$ cat src/design/gda_pkg.sv
// ----------------------------------------------------------------------------
// gda_pkg
// Shared types and constants of the Gregorian date arithmetic unit.
// ----------------------------------------------------------------------------
package gda_pkg;

  localparam int unsigned DayW  = 5;
  localparam int unsigned MonW  = 4;
  localparam int unsigned YearW = 14;
  localparam int unsigned DiffW = 23;
  localparam int unsigned SerW  = 24;
  localparam int unsigned DoyW  = 26;

  typedef enum logic [2:0] {
    OP_ADD      = 3'd0,
    OP_SUB      = 3'd1,
    OP_DIFF     = 3'd2,
    OP_WEEKDAY  = 3'd3,
    OP_VALIDATE = 3'd4
  } op_t;

  typedef enum logic [1:0] {
    ST_OK      = 2'd0,
    ST_INVALID = 2'd1,
    ST_RANGE   = 2'd2
  } status_t;

  typedef enum logic [3:0] {
    S_IDLE,
    S_CHECK,
    S_DOY,
    S_ADDY,
    S_SUBY,
    S_MONTH,
    S_SER1,
    S_SER2,
    S_MOD,
    S_DONE
  } state_t;

  // Commands from the controller to the datapath.
  typedef struct packed {
    logic load;
    logic doy_step;
    logic addy_step;
    logic suby_step;
    logic month_step;
    logic ser_first;
    logic ser_second;
    logic mod_step;
    logic finish;
  } gda_cmd_t;

  // Status from the datapath to the controller.
  typedef struct packed {
    logic    bad_op;
    logic    first_bad;
    logic    second_bad;
    logic    doy_done;
    logic    addy_done;
    logic    suby_done;
    logic    month_done;
    logic    mod_done;
    logic    range_err;
    op_t     op;
  } gda_stat_t;

  // Quotient by one hundred through a reciprocal multiplication, exact for
  // every 14-bit value.
  function automatic logic [YearW-1:0] div100(input logic [YearW-1:0] y);
    logic [26:0] prod;
    prod = 27'(y) * 27'd5243;
    return YearW'(prod[26:19]);
  endfunction

  function automatic logic is_leap(input logic [YearW-1:0] y);
    logic [YearW-1:0] q;
    logic             cent;
    q    = div100(y);
    cent = (y == q * 14'd100);
    return ((y[1:0] == 2'd0) && !cent) || (cent && (q[1:0] == 2'd0));
  endfunction

  function automatic logic [DayW-1:0] month_days(input logic [MonW-1:0] m,
                                                 input logic leap);
    logic [DayW-1:0] r;
    unique case (m)
      4'd1, 4'd3, 4'd5, 4'd7, 4'd8, 4'd10, 4'd12: r = 5'd31;
      4'd4, 4'd6, 4'd9, 4'd11:                    r = 5'd30;
      4'd2:                                       r = leap ? 5'd29 : 5'd28;
      default:                                    r = 5'd0;
    endcase
    return r;
  endfunction

endpackage

$ cat src/design/gda_ctrl.sv
// ----------------------------------------------------------------------------
// gda_ctrl
// Controller state machine that sequences the date datapath.
// ----------------------------------------------------------------------------
module gda_ctrl (
  input  logic               clk,
  input  logic               rst_n,
  input  logic               start,
  input  gda_pkg::gda_stat_t stat,
  output gda_pkg::gda_cmd_t  cmd,
  output logic               busy,
  output logic               out_valid
);
  import gda_pkg::*;

  state_t state_r, state_nxt;

  always_ff @(posedge clk) begin
    if (!rst_n) begin
      state_r <= S_IDLE;
    end else begin
      state_r <= state_nxt;
    end
  end

  always_comb begin
    state_nxt = state_r;
    cmd       = '0;
    busy      = (state_r != S_IDLE);
    out_valid = 1'b0;
    unique case (state_r)
      S_IDLE: begin
        if (start) begin
          cmd.load  = 1'b1;
          state_nxt = S_CHECK;
        end
      end
      S_CHECK: begin
        if (stat.bad_op || stat.first_bad ||
            ((stat.op == OP_DIFF) && stat.second_bad)) begin
          state_nxt = S_DONE;
        end else if (stat.op == OP_VALIDATE) begin
          state_nxt = S_DONE;
        end else begin
          state_nxt = S_DOY;
        end
      end
      S_DOY: begin
        cmd.doy_step = 1'b1;
        if (stat.doy_done) begin
          unique case (stat.op)
            OP_ADD:  state_nxt = S_ADDY;
            OP_SUB:  state_nxt = S_SUBY;
            default: state_nxt = S_SER1;
          endcase
        end
      end
      S_ADDY: begin
        cmd.addy_step = 1'b1;
        if (stat.range_err) begin
          state_nxt = S_DONE;
        end else if (stat.addy_done) begin
          state_nxt = S_MONTH;
        end
      end
      S_SUBY: begin
        cmd.suby_step = 1'b1;
        if (stat.range_err) begin
          state_nxt = S_DONE;
        end else if (stat.suby_done) begin
          state_nxt = S_MONTH;
        end
      end
      S_MONTH: begin
        cmd.month_step = 1'b1;
        if (stat.month_done) begin
          state_nxt = S_DONE;
        end
      end
      S_SER1: begin
        cmd.ser_first = 1'b1;
        state_nxt     = S_SER2;
      end
      S_SER2: begin
        cmd.ser_second = 1'b1;
        state_nxt      = S_MOD;
      end
      S_MOD: begin
        cmd.mod_step = 1'b1;
        if (stat.mod_done) begin
          state_nxt = S_DONE;
        end
      end
      S_DONE: begin
        cmd.finish = 1'b1;
        out_valid  = 1'b1;
        state_nxt  = S_IDLE;
      end
      default: state_nxt = S_IDLE;
    endcase
  end

  // The result strobe is only raised when returning to idle.
  a_done_idle: assert property (@(posedge clk) disable iff (!rst_n)
    out_valid |=> (state_r == S_IDLE))
    else $error("result strobe not followed by idle");
  // A transfer in is only taken from idle.
  a_load_idle: assert property (@(posedge clk) disable iff (!rst_n)
    cmd.load |-> !busy)
    else $error("load while busy");
  // Out of range only arises during the year walks; one met in the add walk must lead to the final state.
  a_range_walk: assert property (@(posedge clk) disable iff (!rst_n)
    (state_r == S_ADDY && stat.range_err) |=> (state_r == S_DONE))
    else $error("range error not reported");

endmodule

$ cat src/design/gda_dpath.sv
// ----------------------------------------------------------------------------
// gda_dpath
// Datapath of the date unit: month and year walks, serial day numbers and a
// digit-folding remainder by seven.
// ----------------------------------------------------------------------------
module gda_dpath #(
  parameter int unsigned YEAR_MIN   = 1600,
  parameter int unsigned YEAR_MAX   = 9999,
  parameter int unsigned COUNT_BITS = 16
) (
  input  logic                           clk,
  input  gda_pkg::gda_cmd_t              cmd,
  input  logic [2:0]                     in_opcode,
  input  logic [gda_pkg::DayW-1:0]       in_day,
  input  logic [gda_pkg::MonW-1:0]       in_month,
  input  logic [gda_pkg::YearW-1:0]      in_year,
  input  logic [COUNT_BITS-1:0]          in_day_count,
  input  logic [gda_pkg::DayW-1:0]       in_other_day,
  input  logic [gda_pkg::MonW-1:0]       in_other_month,
  input  logic [gda_pkg::YearW-1:0]      in_other_year,
  output gda_pkg::gda_stat_t             stat,
  output logic [gda_pkg::DayW-1:0]       out_result_day,
  output logic [gda_pkg::MonW-1:0]       out_result_month,
  output logic [gda_pkg::YearW-1:0]      out_result_year,
  output logic signed [gda_pkg::DiffW-1:0] out_day_difference,
  output logic [2:0]                     out_weekday,
  output logic [1:0]                     out_status
);
  import gda_pkg::*;

  localparam logic [YearW-1:0] YMin = YearW'(YEAR_MIN);
  localparam logic [YearW-1:0] YMax = YearW'(YEAR_MAX);
  // A multiple of seven that keeps the weekday offset positive for early years.
  localparam logic signed [SerW-1:0] WdBias = SerW'(7000);

  logic [2:0]              op_r;
  logic [DayW-1:0]         d_r, od_r;
  logic [MonW-1:0]         m_r, om_r;
  logic [YearW-1:0]        y_r, oy_r;
  logic [COUNT_BITS-1:0]   cnt_r;
  logic signed [DoyW-1:0]  doy_r, odoy_r;
  logic [MonW-1:0]         k_r;
  logic [YearW-1:0]        cy_r;
  logic signed [SerW-1:0]  s1_r, s2_r;
  logic signed [SerW-1:0]  v_r;
  logic                    rerr_r;

  logic [DayW-1:0]         rd_r;
  logic [MonW-1:0]         rm_r;
  logic [YearW-1:0]        ry_r;
  logic signed [DiffW-1:0] diff_r;
  logic [2:0]              wd_r;
  logic [1:0]              st_r;

  logic first_ok, second_ok, leap_y, leap_oy, leap_cy;
  logic [DayW-1:0] dim_k, dim_ok, dim_cm;
  logic [8:0] diy_cy;
  logic [YearW-1:0] cy_dec;
  logic [8:0] diy_dec;

  assign leap_y  = is_leap(y_r);
  assign leap_oy = is_leap(oy_r);
  assign leap_cy = is_leap(cy_r);
  assign cy_dec  = cy_r - 14'd1;
  assign diy_cy  = leap_cy ? 9'd366 : 9'd365;
  assign diy_dec = is_leap(cy_dec) ? 9'd366 : 9'd365;
  assign dim_k   = month_days(k_r, leap_y);
  assign dim_ok  = month_days(k_r, leap_oy);
  assign dim_cm  = month_days(k_r, leap_cy);

  assign first_ok = (y_r >= YMin) && (y_r <= YMax) && (m_r >= 4'd1) && (m_r <= 4'd12) &&
                    (d_r != 5'd0) && (d_r <= month_days(m_r, leap_y));
  assign second_ok = (oy_r >= YMin) && (oy_r <= YMax) && (om_r >= 4'd1) &&
                     (om_r <= 4'd12) && (od_r != 5'd0) &&
                     (od_r <= month_days(om_r, leap_oy));

  // Serial numbers of year starts; p = y - 1.
  function automatic logic signed [SerW-1:0] year_base(input logic [YearW-1:0] y);
    logic [YearW-1:0] p;
    logic [YearW-1:0] q;
    logic [SerW-1:0]  b;
    p = y - 14'd1;
    q = div100(p);
    b = SerW'(p) * 24'd365 + SerW'(p >> 2) - SerW'(q) + SerW'(q >> 2);
    return signed'(b);
  endfunction

  // Sum of octal digits; congruent to the argument modulo seven.
  function automatic logic [SerW-1:0] fold7(input logic [SerW-1:0] x);
    logic [SerW-1:0] s;
    s = '0;
    for (int i = 0; i < SerW / 3; i++) begin
      s = s + SerW'(x[3*i +: 3]);
    end
    return s;
  endfunction

  always_comb begin
    stat            = '0;
    stat.op         = op_t'(op_r);
    stat.bad_op     = (op_r > OP_VALIDATE);
    stat.first_bad  = !first_ok;
    stat.second_bad = !second_ok;
    stat.doy_done   = (k_r >= m_r) && (k_r >= om_r);
    stat.addy_done  = !(doy_r > signed'(DoyW'(diy_cy)));
    stat.suby_done  = !(doy_r < signed'(DoyW'(1)));
    stat.month_done = !(doy_r > signed'(DoyW'(dim_cm)));
    stat.mod_done   = (v_r[SerW-1:3] == '0);
    stat.range_err  = rerr_r;
  end

  always_ff @(posedge clk) begin
    if (cmd.load) begin
      op_r   <= in_opcode;
      d_r    <= in_day;
      m_r    <= in_month;
      y_r    <= in_year;
      cnt_r  <= in_day_count;
      od_r   <= in_other_day;
      om_r   <= in_other_month;
      oy_r   <= in_other_year;
      doy_r  <= DoyW'(in_day);
      odoy_r <= DoyW'(in_other_day);
      k_r    <= 4'd1;
      cy_r   <= in_year;
      rerr_r <= 1'b0;
      rd_r   <= '0;
      rm_r   <= '0;
      ry_r   <= '0;
      diff_r <= '0;
      wd_r   <= '0;
      st_r   <= '0;
    end
    if (cmd.doy_step) begin
      if (stat.doy_done) begin
        k_r <= 4'd1;
        if (op_r == OP_ADD) begin
          doy_r <= doy_r + signed'(DoyW'(cnt_r));
        end else if (op_r == OP_SUB) begin
          doy_r <= doy_r - signed'(DoyW'(cnt_r));
        end
      end else begin
        if (k_r < m_r) begin
          doy_r <= doy_r + signed'(DoyW'(dim_k));
        end
        if (k_r < om_r) begin
          odoy_r <= odoy_r + signed'(DoyW'(dim_ok));
        end
        k_r <= k_r + 4'd1;
      end
    end
    if (cmd.addy_step && !stat.addy_done && !rerr_r) begin
      doy_r <= doy_r - signed'(DoyW'(diy_cy));
      cy_r  <= cy_r + 14'd1;
      if (cy_r + 14'd1 > YMax) begin
        rerr_r <= 1'b1;
      end
    end
    if (cmd.suby_step && !stat.suby_done && !rerr_r) begin
      cy_r <= cy_dec;
      if (cy_dec < YMin) begin
        rerr_r <= 1'b1;
      end else begin
        doy_r <= doy_r + signed'(DoyW'(diy_dec));
      end
    end
    if (cmd.month_step && !stat.month_done) begin
      doy_r <= doy_r - signed'(DoyW'(dim_cm));
      k_r   <= k_r + 4'd1;
    end
    if (cmd.ser_first) begin
      s1_r <= year_base(y_r) + SerW'(doy_r);
      s2_r <= year_base(oy_r) + SerW'(odoy_r);
    end
    if (cmd.ser_second) begin
      if (op_r == OP_DIFF) begin
        v_r <= '0;
      end else begin
        v_r <= s1_r - year_base(14'd1600) - SerW'(1) + WdBias;
      end
    end
    if (cmd.mod_step && !stat.mod_done) begin
      v_r <= signed'(fold7(v_r));
    end
    if (cmd.finish) begin
      if (op_r > OP_VALIDATE || !first_ok || (op_r == OP_DIFF && !second_ok)) begin
        st_r <= ST_INVALID;
      end else if (rerr_r) begin
        st_r <= ST_RANGE;
      end else if (op_r == OP_ADD || op_r == OP_SUB) begin
        rd_r <= doy_r[DayW-1:0];
        rm_r <= k_r;
        ry_r <= cy_r;
      end else if (op_r == OP_DIFF) begin
        diff_r <= DiffW'(s2_r - s1_r);
      end else if (op_r == OP_WEEKDAY) begin
        wd_r <= (v_r[2:0] == 3'd7) ? 3'd0 : v_r[2:0];
      end
    end
  end

  assign out_result_day     = rd_r;
  assign out_result_month   = rm_r;
  assign out_result_year    = ry_r;
  assign out_day_difference = diff_r;
  assign out_weekday        = wd_r;
  assign out_status         = st_r;

endmodule

$ cat src/design/gregorian_date_arithmetic_unit_core.sv
// ----------------------------------------------------------------------------
// gregorian_date_arithmetic_unit_core
// Gregorian date add, subtract, difference, weekday and validation unit.
// ----------------------------------------------------------------------------
// One item at a time: a transfer is taken when start is high and busy low.
// Busy then stays high for a check state, a month-sum walk over the months
// below the larger of the two month fields, the operation's own steps and a
// final state. Add and subtract step one year a cycle, then walk the months
// of the result; difference and weekday form serial day numbers in S_SER1
// and S_SER2 and then fold the remainder by seven. Validation and invalid
// items go from the check state straight to the final state. out_valid is
// high for a single cycle, the cycle in which busy falls, and the receiver
// cannot stall it.
module gregorian_date_arithmetic_unit_core #(
  parameter int unsigned YEAR_MIN   = 1600,
  parameter int unsigned YEAR_MAX   = 9999,
  parameter int unsigned COUNT_BITS = 16
) (
  input  logic                          clk,
  input  logic                          rst_n,
  input  logic                          start,
  output logic                          busy,
  input  logic [2:0]                    in_opcode,
  input  logic [4:0]                    in_day,
  input  logic [3:0]                    in_month,
  input  logic [13:0]                   in_year,
  input  logic [COUNT_BITS-1:0]         in_day_count,
  input  logic [4:0]                    in_other_day,
  input  logic [3:0]                    in_other_month,
  input  logic [13:0]                   in_other_year,
  output logic                          out_valid,
  output logic [4:0]                    out_result_day,
  output logic [3:0]                    out_result_month,
  output logic [13:0]                   out_result_year,
  output logic signed [22:0]            out_day_difference,
  output logic [2:0]                    out_weekday,
  output logic [1:0]                    out_status
);
  import gda_pkg::*;

  gda_cmd_t  cmd;
  gda_stat_t stat;
  logic      fin_r;

  gda_ctrl u_ctrl (
    .clk       (clk),
    .rst_n     (rst_n),
    .start     (start),
    .stat      (stat),
    .cmd       (cmd),
    .busy      (busy),
    .out_valid (fin_r)
  );

  gda_dpath #(
    .YEAR_MIN   (YEAR_MIN),
    .YEAR_MAX   (YEAR_MAX),
    .COUNT_BITS (COUNT_BITS)
  ) u_dpath (
    .clk                (clk),
    .cmd                (cmd),
    .in_opcode          (in_opcode),
    .in_day             (in_day),
    .in_month           (in_month),
    .in_year            (in_year),
    .in_day_count       (in_day_count),
    .in_other_day       (in_other_day),
    .in_other_month     (in_other_month),
    .in_other_year      (in_other_year),
    .stat               (stat),
    .out_result_day     (out_result_day),
    .out_result_month   (out_result_month),
    .out_result_year    (out_result_year),
    .out_day_difference (out_day_difference),
    .out_weekday        (out_weekday),
    .out_status         (out_status)
  );

  logic valid_r;

  always_ff @(posedge clk) begin
    if (!rst_n) begin
      valid_r <= 1'b0;
    end else begin
      valid_r <= fin_r;
    end
  end

  assign out_valid = valid_r;

endmodule

$ cat config.mk
export PLATFORM = sky130hd
export DESIGN_NAME = gregorian_date_arithmetic_unit_core
export DESIGN_NICKNAME = d
export VERILOG_FILES = /design/src/design/gda_pkg.sv /design/src/design/gda_ctrl.sv /design/src/design/gda_dpath.sv /design/src/design/gregorian_date_arithmetic_unit_core.sv
export SDC_FILE = /design/constraint.sdc
export NUM_CORES = 2
export LEC_CHECK = 0
export BUFFER_PORTS_ARGS = -buffer_cell sky130_fd_sc_hd__buf_2
export CAP_MARGIN = 25
export CORE_MARGIN = 8
export CORE_UTILIZATION = 52
export CTS_CLUSTER_SIZE = 20
export DETAILED_ROUTE_END_ITERATION = 7
export PLACE_DENSITY = 0.78
export SYNTH_ARGS = -nofsm -noshare
export SYNTH_HDL_FRONTEND = slang
export SYNTH_HIERARCHICAL = 1
export SYNTH_SLANG_ARGS = --single-unit
$ cat constraint.sdc
create_clock -name clk -period 17.8 [get_ports clk]
set_input_delay 0 -clock clk [delete_from_list [all_inputs] [get_ports clk]]
set_output_delay 0 -clock clk [all_outputs]
set_load 0.01 [all_outputs]
Word level (Yosys, flattened, before mapping)

Index checks and enable logic that the tools add are counted.

Register bits after elaboration: 263
Bits of input ports: 68
Output and inout bits: 53
Word-level logic and storage cells: 306

Add/subtract/negate cells: 31
Multiply operators: 12
$lt $le $gt $ge: 20
Equal/unequal tests: 60
Multiplexer cells: 94
Reduce and logical (&&, ||, !) cells: 65

Operators with widths:

| cell                   | number |
|---|---|
| $mux 26                | 14 |
| $mul 14x13->27 const B | 6 |
| $add 24x3->24          | 6 |
| $mux 23                | 6 |
| $mux 14                | 8 |
| $mux 4                 | 19 |
| $pmux 5 s3             | 5 |
| $mux 24                | 3 |
| $eq 4x4->1 const B     | 17 |
| $eq 4x3->1 const B     | 16 |
| $eq 14x14->1           | 4 |
| $add 26x6->26          | 2 |
| $mul 8x5->12 const B   | 4 |
| $mul 14x9->23 const B  | 2 |
| $sub 14x1->14 const B  | 3 |
| $pmux 4 s9             | 1 |
| $eq 4x2->1 const B     | 8 |
| $ge 14x11->1 const B   | 2 |
| $le 14x14->1 const B   | 2 |
| $add 26x10->26         | 1 |
| $add 26x17->26         | 1 |
| $gt 26x10->1           | 1 |
| $gt 26x6->1            | 1 |
| $logic_and 1x1->1      | 26 |
| 52 further kinds       | 124 |

Logic depth before layout (Yosys ltp)

Word-level depth: 16
Gate-level depth with buffers: 56
Mapped depth without buffers: 55

Hierarchy

Netlist, hierarchy kept.

By module, submodules not included:

| module                              | times used | cells an instance | area each (sq um) | seq. area each (sq um) |
|---|---|---|---|---|
| gda_dpath                           | 1          | 5,379             | 50,203.1          | 6,646.4 |
| gda_ctrl                            | 1          | 75                | 528.0             | 80.1 |
| gregorian_date_arithmetic_unit_core | 1          | 2                 | 26.3              | 20.0 |

Worst setup path before layout

Ideal clock, no wire load.

Path kind: register to register
Start: register u_dpath.cy_r[0]
End: register u_dpath.doy_r[20]
Library setup time: 0.087 ns
Arrival: 11.764 ns
Data required time: 17.713 ns
Slack: 5.949 ns
Stages on the path, launching flop included: 54
Buffers on the path: 1
Period minus slack after synthesis: 11.851 ns
Path through: edfxtp_1 > inv_1 > ha_1 > o21ai_1 > a21oi_1 > nand3_1 > xnor2_1 > clkbuf_1 > inv_1 > ha_1 > inv_1 > ha_1 > o21bai_1 > ha_1 > fa_1 > inv_1 > fa_1 > fa_1 > (+18 left out) > o21bai_1 > a21oi_1 > xnor2_1 > xnor2_1 > a21oi_1 > nand4_1 > o41ai_1 > ha_1 > inv_1 > fa_1 > or3b_2 > a21o_1 > o21a_1 > o21ai_1 > nor2_1 > a21oi_1 > o31a_1 > o31ai_1

Word-level cells in the longest chain between the ends: 14
Elaborated cells on any way between the ends: 36
Those cells by class: add/sub: 4; mul: 4; order compare: 3; eq/ne: 2; mux: 8; reduce/logical: 15

RTL lines:

| item                                                                    | line             | source |
|---|---|---|
| start, declared                                                         | gda_dpath.sv:43  | `logic [YearW-1:0] cy_r;` |
| start signal, assigned                                                  | gda_dpath.sv:125 | `cy_r <= in_year;` |
| start signal, assigned                                                  | gda_dpath.sv:154 | `cy_r <= cy_r + 14'd1;` |
| start signal, assigned                                                  | gda_dpath.sv:160 | `cy_r <= cy_dec;` |
| parallel branches: the longest is 13 deep, another holds $mul 14x13->27 | --               |  |
| $mux 26 (*)                                                             | gda_dpath.sv:167 | `if (cmd.month_step && !stat.month_done) begin` |
| end signal, assigned                                                    | gda_dpath.sv:153 | `doy_r <= doy_r - signed'(DoyW'(diy_cy));` |
| end signal, assigned                                                    | gda_dpath.sv:164 | `doy_r <= doy_r + signed'(DoyW'(diy_dec));` |
| end signal, assigned                                                    | gda_dpath.sv:168 | `doy_r <= doy_r - signed'(DoyW'(dim_cm));` |
| end, declared                                                           | gda_dpath.sv:41  | `logic signed [DoyW-1:0] doy_r, odoy_r;` |

Every way passes the cells marked *.
A chain may end at the register's enable or synchronous reset.

Worst setup path in the final report

Ends and elaborated chain as after synthesis.

==> flow_summary.toml <==
[timing]
setup_viol = 0
finalCritPeriodShare = 0.7415
finalHoldViolCount = 0
slew_violations = 0
rsz0062_at_grt = "no"
max-slew-margin-rel = 0.1907
worstMarginPinSlew_ns = 1.210
skew_ns = 0.02045
min_period_ns = 13.20
setup-tns-final_ns = 0
fmax_mhz = 75.77

[critical_path]
r2r-start = "u_dpath/cy_r[0]"
crit_fanout = 12
cp-end-kind = "flip-flop"
cp.arrival_ns = 13.69
max_stage_delay_ns = 0.64
cp.required_ns = 18.30
crit_start = "u_dpath/cy_r[0]"
start_kind = "flip-flop"
cpMostUsedCell = "ha_1"
crit_type = "reg -> reg"
cpMaxStageDelayCell = "o41ai_1"

[worst_hold_path]
hold_path_class = "in -> reg"
worstHoldStart = "start"

[status]
status = "finished, final reports clean"

[floorplanning]
io_pins = 121
coreArea_um2 = 96710
die_area_um2 = 107900
num_rows = 114
die_width_um = 328.4
initial_core_util = 0.5249
die_y_um = 328.4

[final_layout]
nNetsFinal = 7294
area_growth_pct = 8.058
layout-drive-gt1-share = 0.05718

[route]
wl_um = 136800
detail-route-antenna-nets = 0
drt_iter0_drc = 3302
drt-pass1-iter-count = 7
num_vias = 39990
post-route-drc-count = 0
via_per_inst = 5.772
wl_per_cell_um = 19.75

[clock_network]
cts_setup_buffers = 0
clkTransAtPathRegs_ns = 0.06
cts.sinks = 260
htree_levels = 2
clockBufferDepth = 3
clkLatencyLatePin_ns = 0.57
root_buffer = "clkbuf_16"
cts_tree = "built"
cts_buffers = 36

[grt]
antenna_found_initial = 2
grt_max_degree = 61
globalRoute.totalOverflow = 0
grt_use_total = 0.2523
grt_pass1_wl_um = 220900
grt_pass1_vias = 41420

[yosys]
yosysWarnings = 6
seq_area_frac_synth = 0.1329
avgSynthCellArea_um2 = 9.303
synth_top_area_cell = "ha_1"
ys.flop_type = "edfxtp_1"
yosys.cell_types.count = 104
synth_nets = 7128
syn_inst = 5456
synth_edf_count = 154
synthTopCellsByArea = "ha_1 (25%), fa_1 (24%), edfxtp_1 (9.1%)"
netlist_area_um2 = 50760
synth_seq_cells = 260
synthArstFlopShare = 0
yosysTopAreaCellShare = 0.2463

[placement]
numPortBuffers = 120
dp_hpwl_um = 111600
routabilityCongestion = 0.9822

[flow_run]
drv_cap = 0
==> kinds of logic after synthesis <==
family	synth area share
compound gates	0.1278
xor+xnor	0.05167
fa+ha+maj	0.4849
buf+inv	0.09885
flops	0.1329
mux	0.01033
simple gates	0.09360
==> per-layer routing <==
metal  GRT usage  vias to the layer above  share of wire
met3     0.05107                      312          0.086
met2      0.4138                     1548           0.46
met4     0.08135                        0          0.035
met1      0.3334                    19500           0.42
met5           0                        -              0
li1            -                    18630              -
==> cells in the mapped netlist, types with 27 or more instances <==
library cell and instances:
clkbuf_1 103, a211oi_1 29, o211ai_1 49, edfxtp_1 154, o21a_1 57, xnor2_1 218
inv_1 1189, nor2b_1 27, nor2_1 221, dfxtp_1 106, a21oi_1 187, nand2b_1 35
ha_1 999, o21ai_0 227, xor2_1 77, nand2_1 235, a21o_1 87, fa_1 605
nand4_1 50, o21bai_1 28, mux2i_1 40, and3_1 31, a31oi_1 29, nand3_1 124
nor3_1 94
==> layout make-up <==
type / instances / area, µm²
fill: 8236 / 41860
timing repair buffer: 259 / 1814
antenna: 2 / 5.005
clock inverter: 20 / 230.2
tap: 1276 / 1597
sequential: 260 / 6746
inverter: 1191 / 4471
multi-input combinational: 3874 / 39030
clock buffer: 45 / 954.7
==> metrics by stage <==
stage                     hold WS [ns]  worst slack, ns  utilization  cells  cell area, µm²
after floorplan                0.09887            5.949            -   5456           50760
after global placement          0.1759            4.427       0.5477   6791           52970
after detailed placement        0.1781            4.109       0.5479   6792           52980
after CTS                      0.09032            4.028       0.5670   6923           54830
after global routing            0.1317            3.814       0.5671   6925           54840
final                           0.1385            4.601       0.5671   6927           54850
==> worst paths after layout <==
path	end	slack (ns)	depth (start not counted)
worst min-delay path	u_ctrl/state_r[0]	0.14	5
worst min register to register	u_dpath/out_day_difference[0]	0.47	2
worst max-delay path	u_dpath/doy_r[20]	4.60	53
worst max register to register	u_dpath/doy_r[20]	4.60	53
==> critical path: cells and delay by family (launching register included) <==
kind	cells	cell delay [ns]
simple gates	5	1.39
fa+ha+maj	14	5.10
compound gates	21	4.35
buf+inv	9	1.02
flops	1	0.61
xor+xnor	4	0.65
==> cells in the final DEF (no fill, tap or decap), types with 17 or more instances in the layout <==
cell | synthesis | final
inv_1 | 1189 | 1188
ha_1 | 999 | 999
fa_1 | 605 | 605
nand2_1 | 235 | 235
o21ai_0 | 227 | 226
nor2_1 | 221 | 221
xnor2_1 | 218 | 218
a21oi_1 | 187 | 187
edfxtp_1 | 154 | 154
nand3_1 | 124 | 124
buf_2 | 8 | 121
dfxtp_1 | 106 | 106
nor3_1 | 94 | 89
a21o_1 | 87 | 87
xor2_1 | 77 | 77
buf_4 | 4 | 71
dlygate4sd3_1 | 0 | 66
o21a_1 | 57 | 57
nand4_1 | 50 | 50
o211ai_1 | 49 | 49
mux2i_1 | 40 | 40
clkbuf_16 | 0 | 36
nand2b_1 | 35 | 35
and3_1 | 31 | 30
a31oi_1 | 29 | 29
a211oi_1 | 29 | 29
o21bai_1 | 28 | 28
nor2b_1 | 27 | 27
nor4_1 | 26 | 26
or3_1 | 25 | 25
or4_1 | 19 | 19
o22ai_1 | 18 | 18
o31ai_1 | 17 | 17
a221oi_1 | 17 | 17
==> sequential cells by signal, summed over array words and instances (netlist names), 5 cells and up <==
name,count
u_dpath/cnt_r,16
u_dpath/cy_r,14
u_dpath/d_r,5
u_dpath/doy_r,26
u_dpath/od_r,5
u_dpath/odoy_r,23
u_dpath/out_day_difference,23
u_dpath/out_result_day,5
u_dpath/out_result_year,14
u_dpath/oy_r,14
u_dpath/s1_r,24
u_dpath/s2_r,23
u_dpath/v_r,24
u_dpath/y_r,14
==> what timing repair did <==
item / in CTS / in global routing
resized for setup: 0 / 0
hold buffers: 66 / 0
endpoints found under the hold margin: 90 / 0
Power is left out: the tool's default activity adds up to more than one toggle a clock period on the data nets, which glitch-free logic cannot reach.
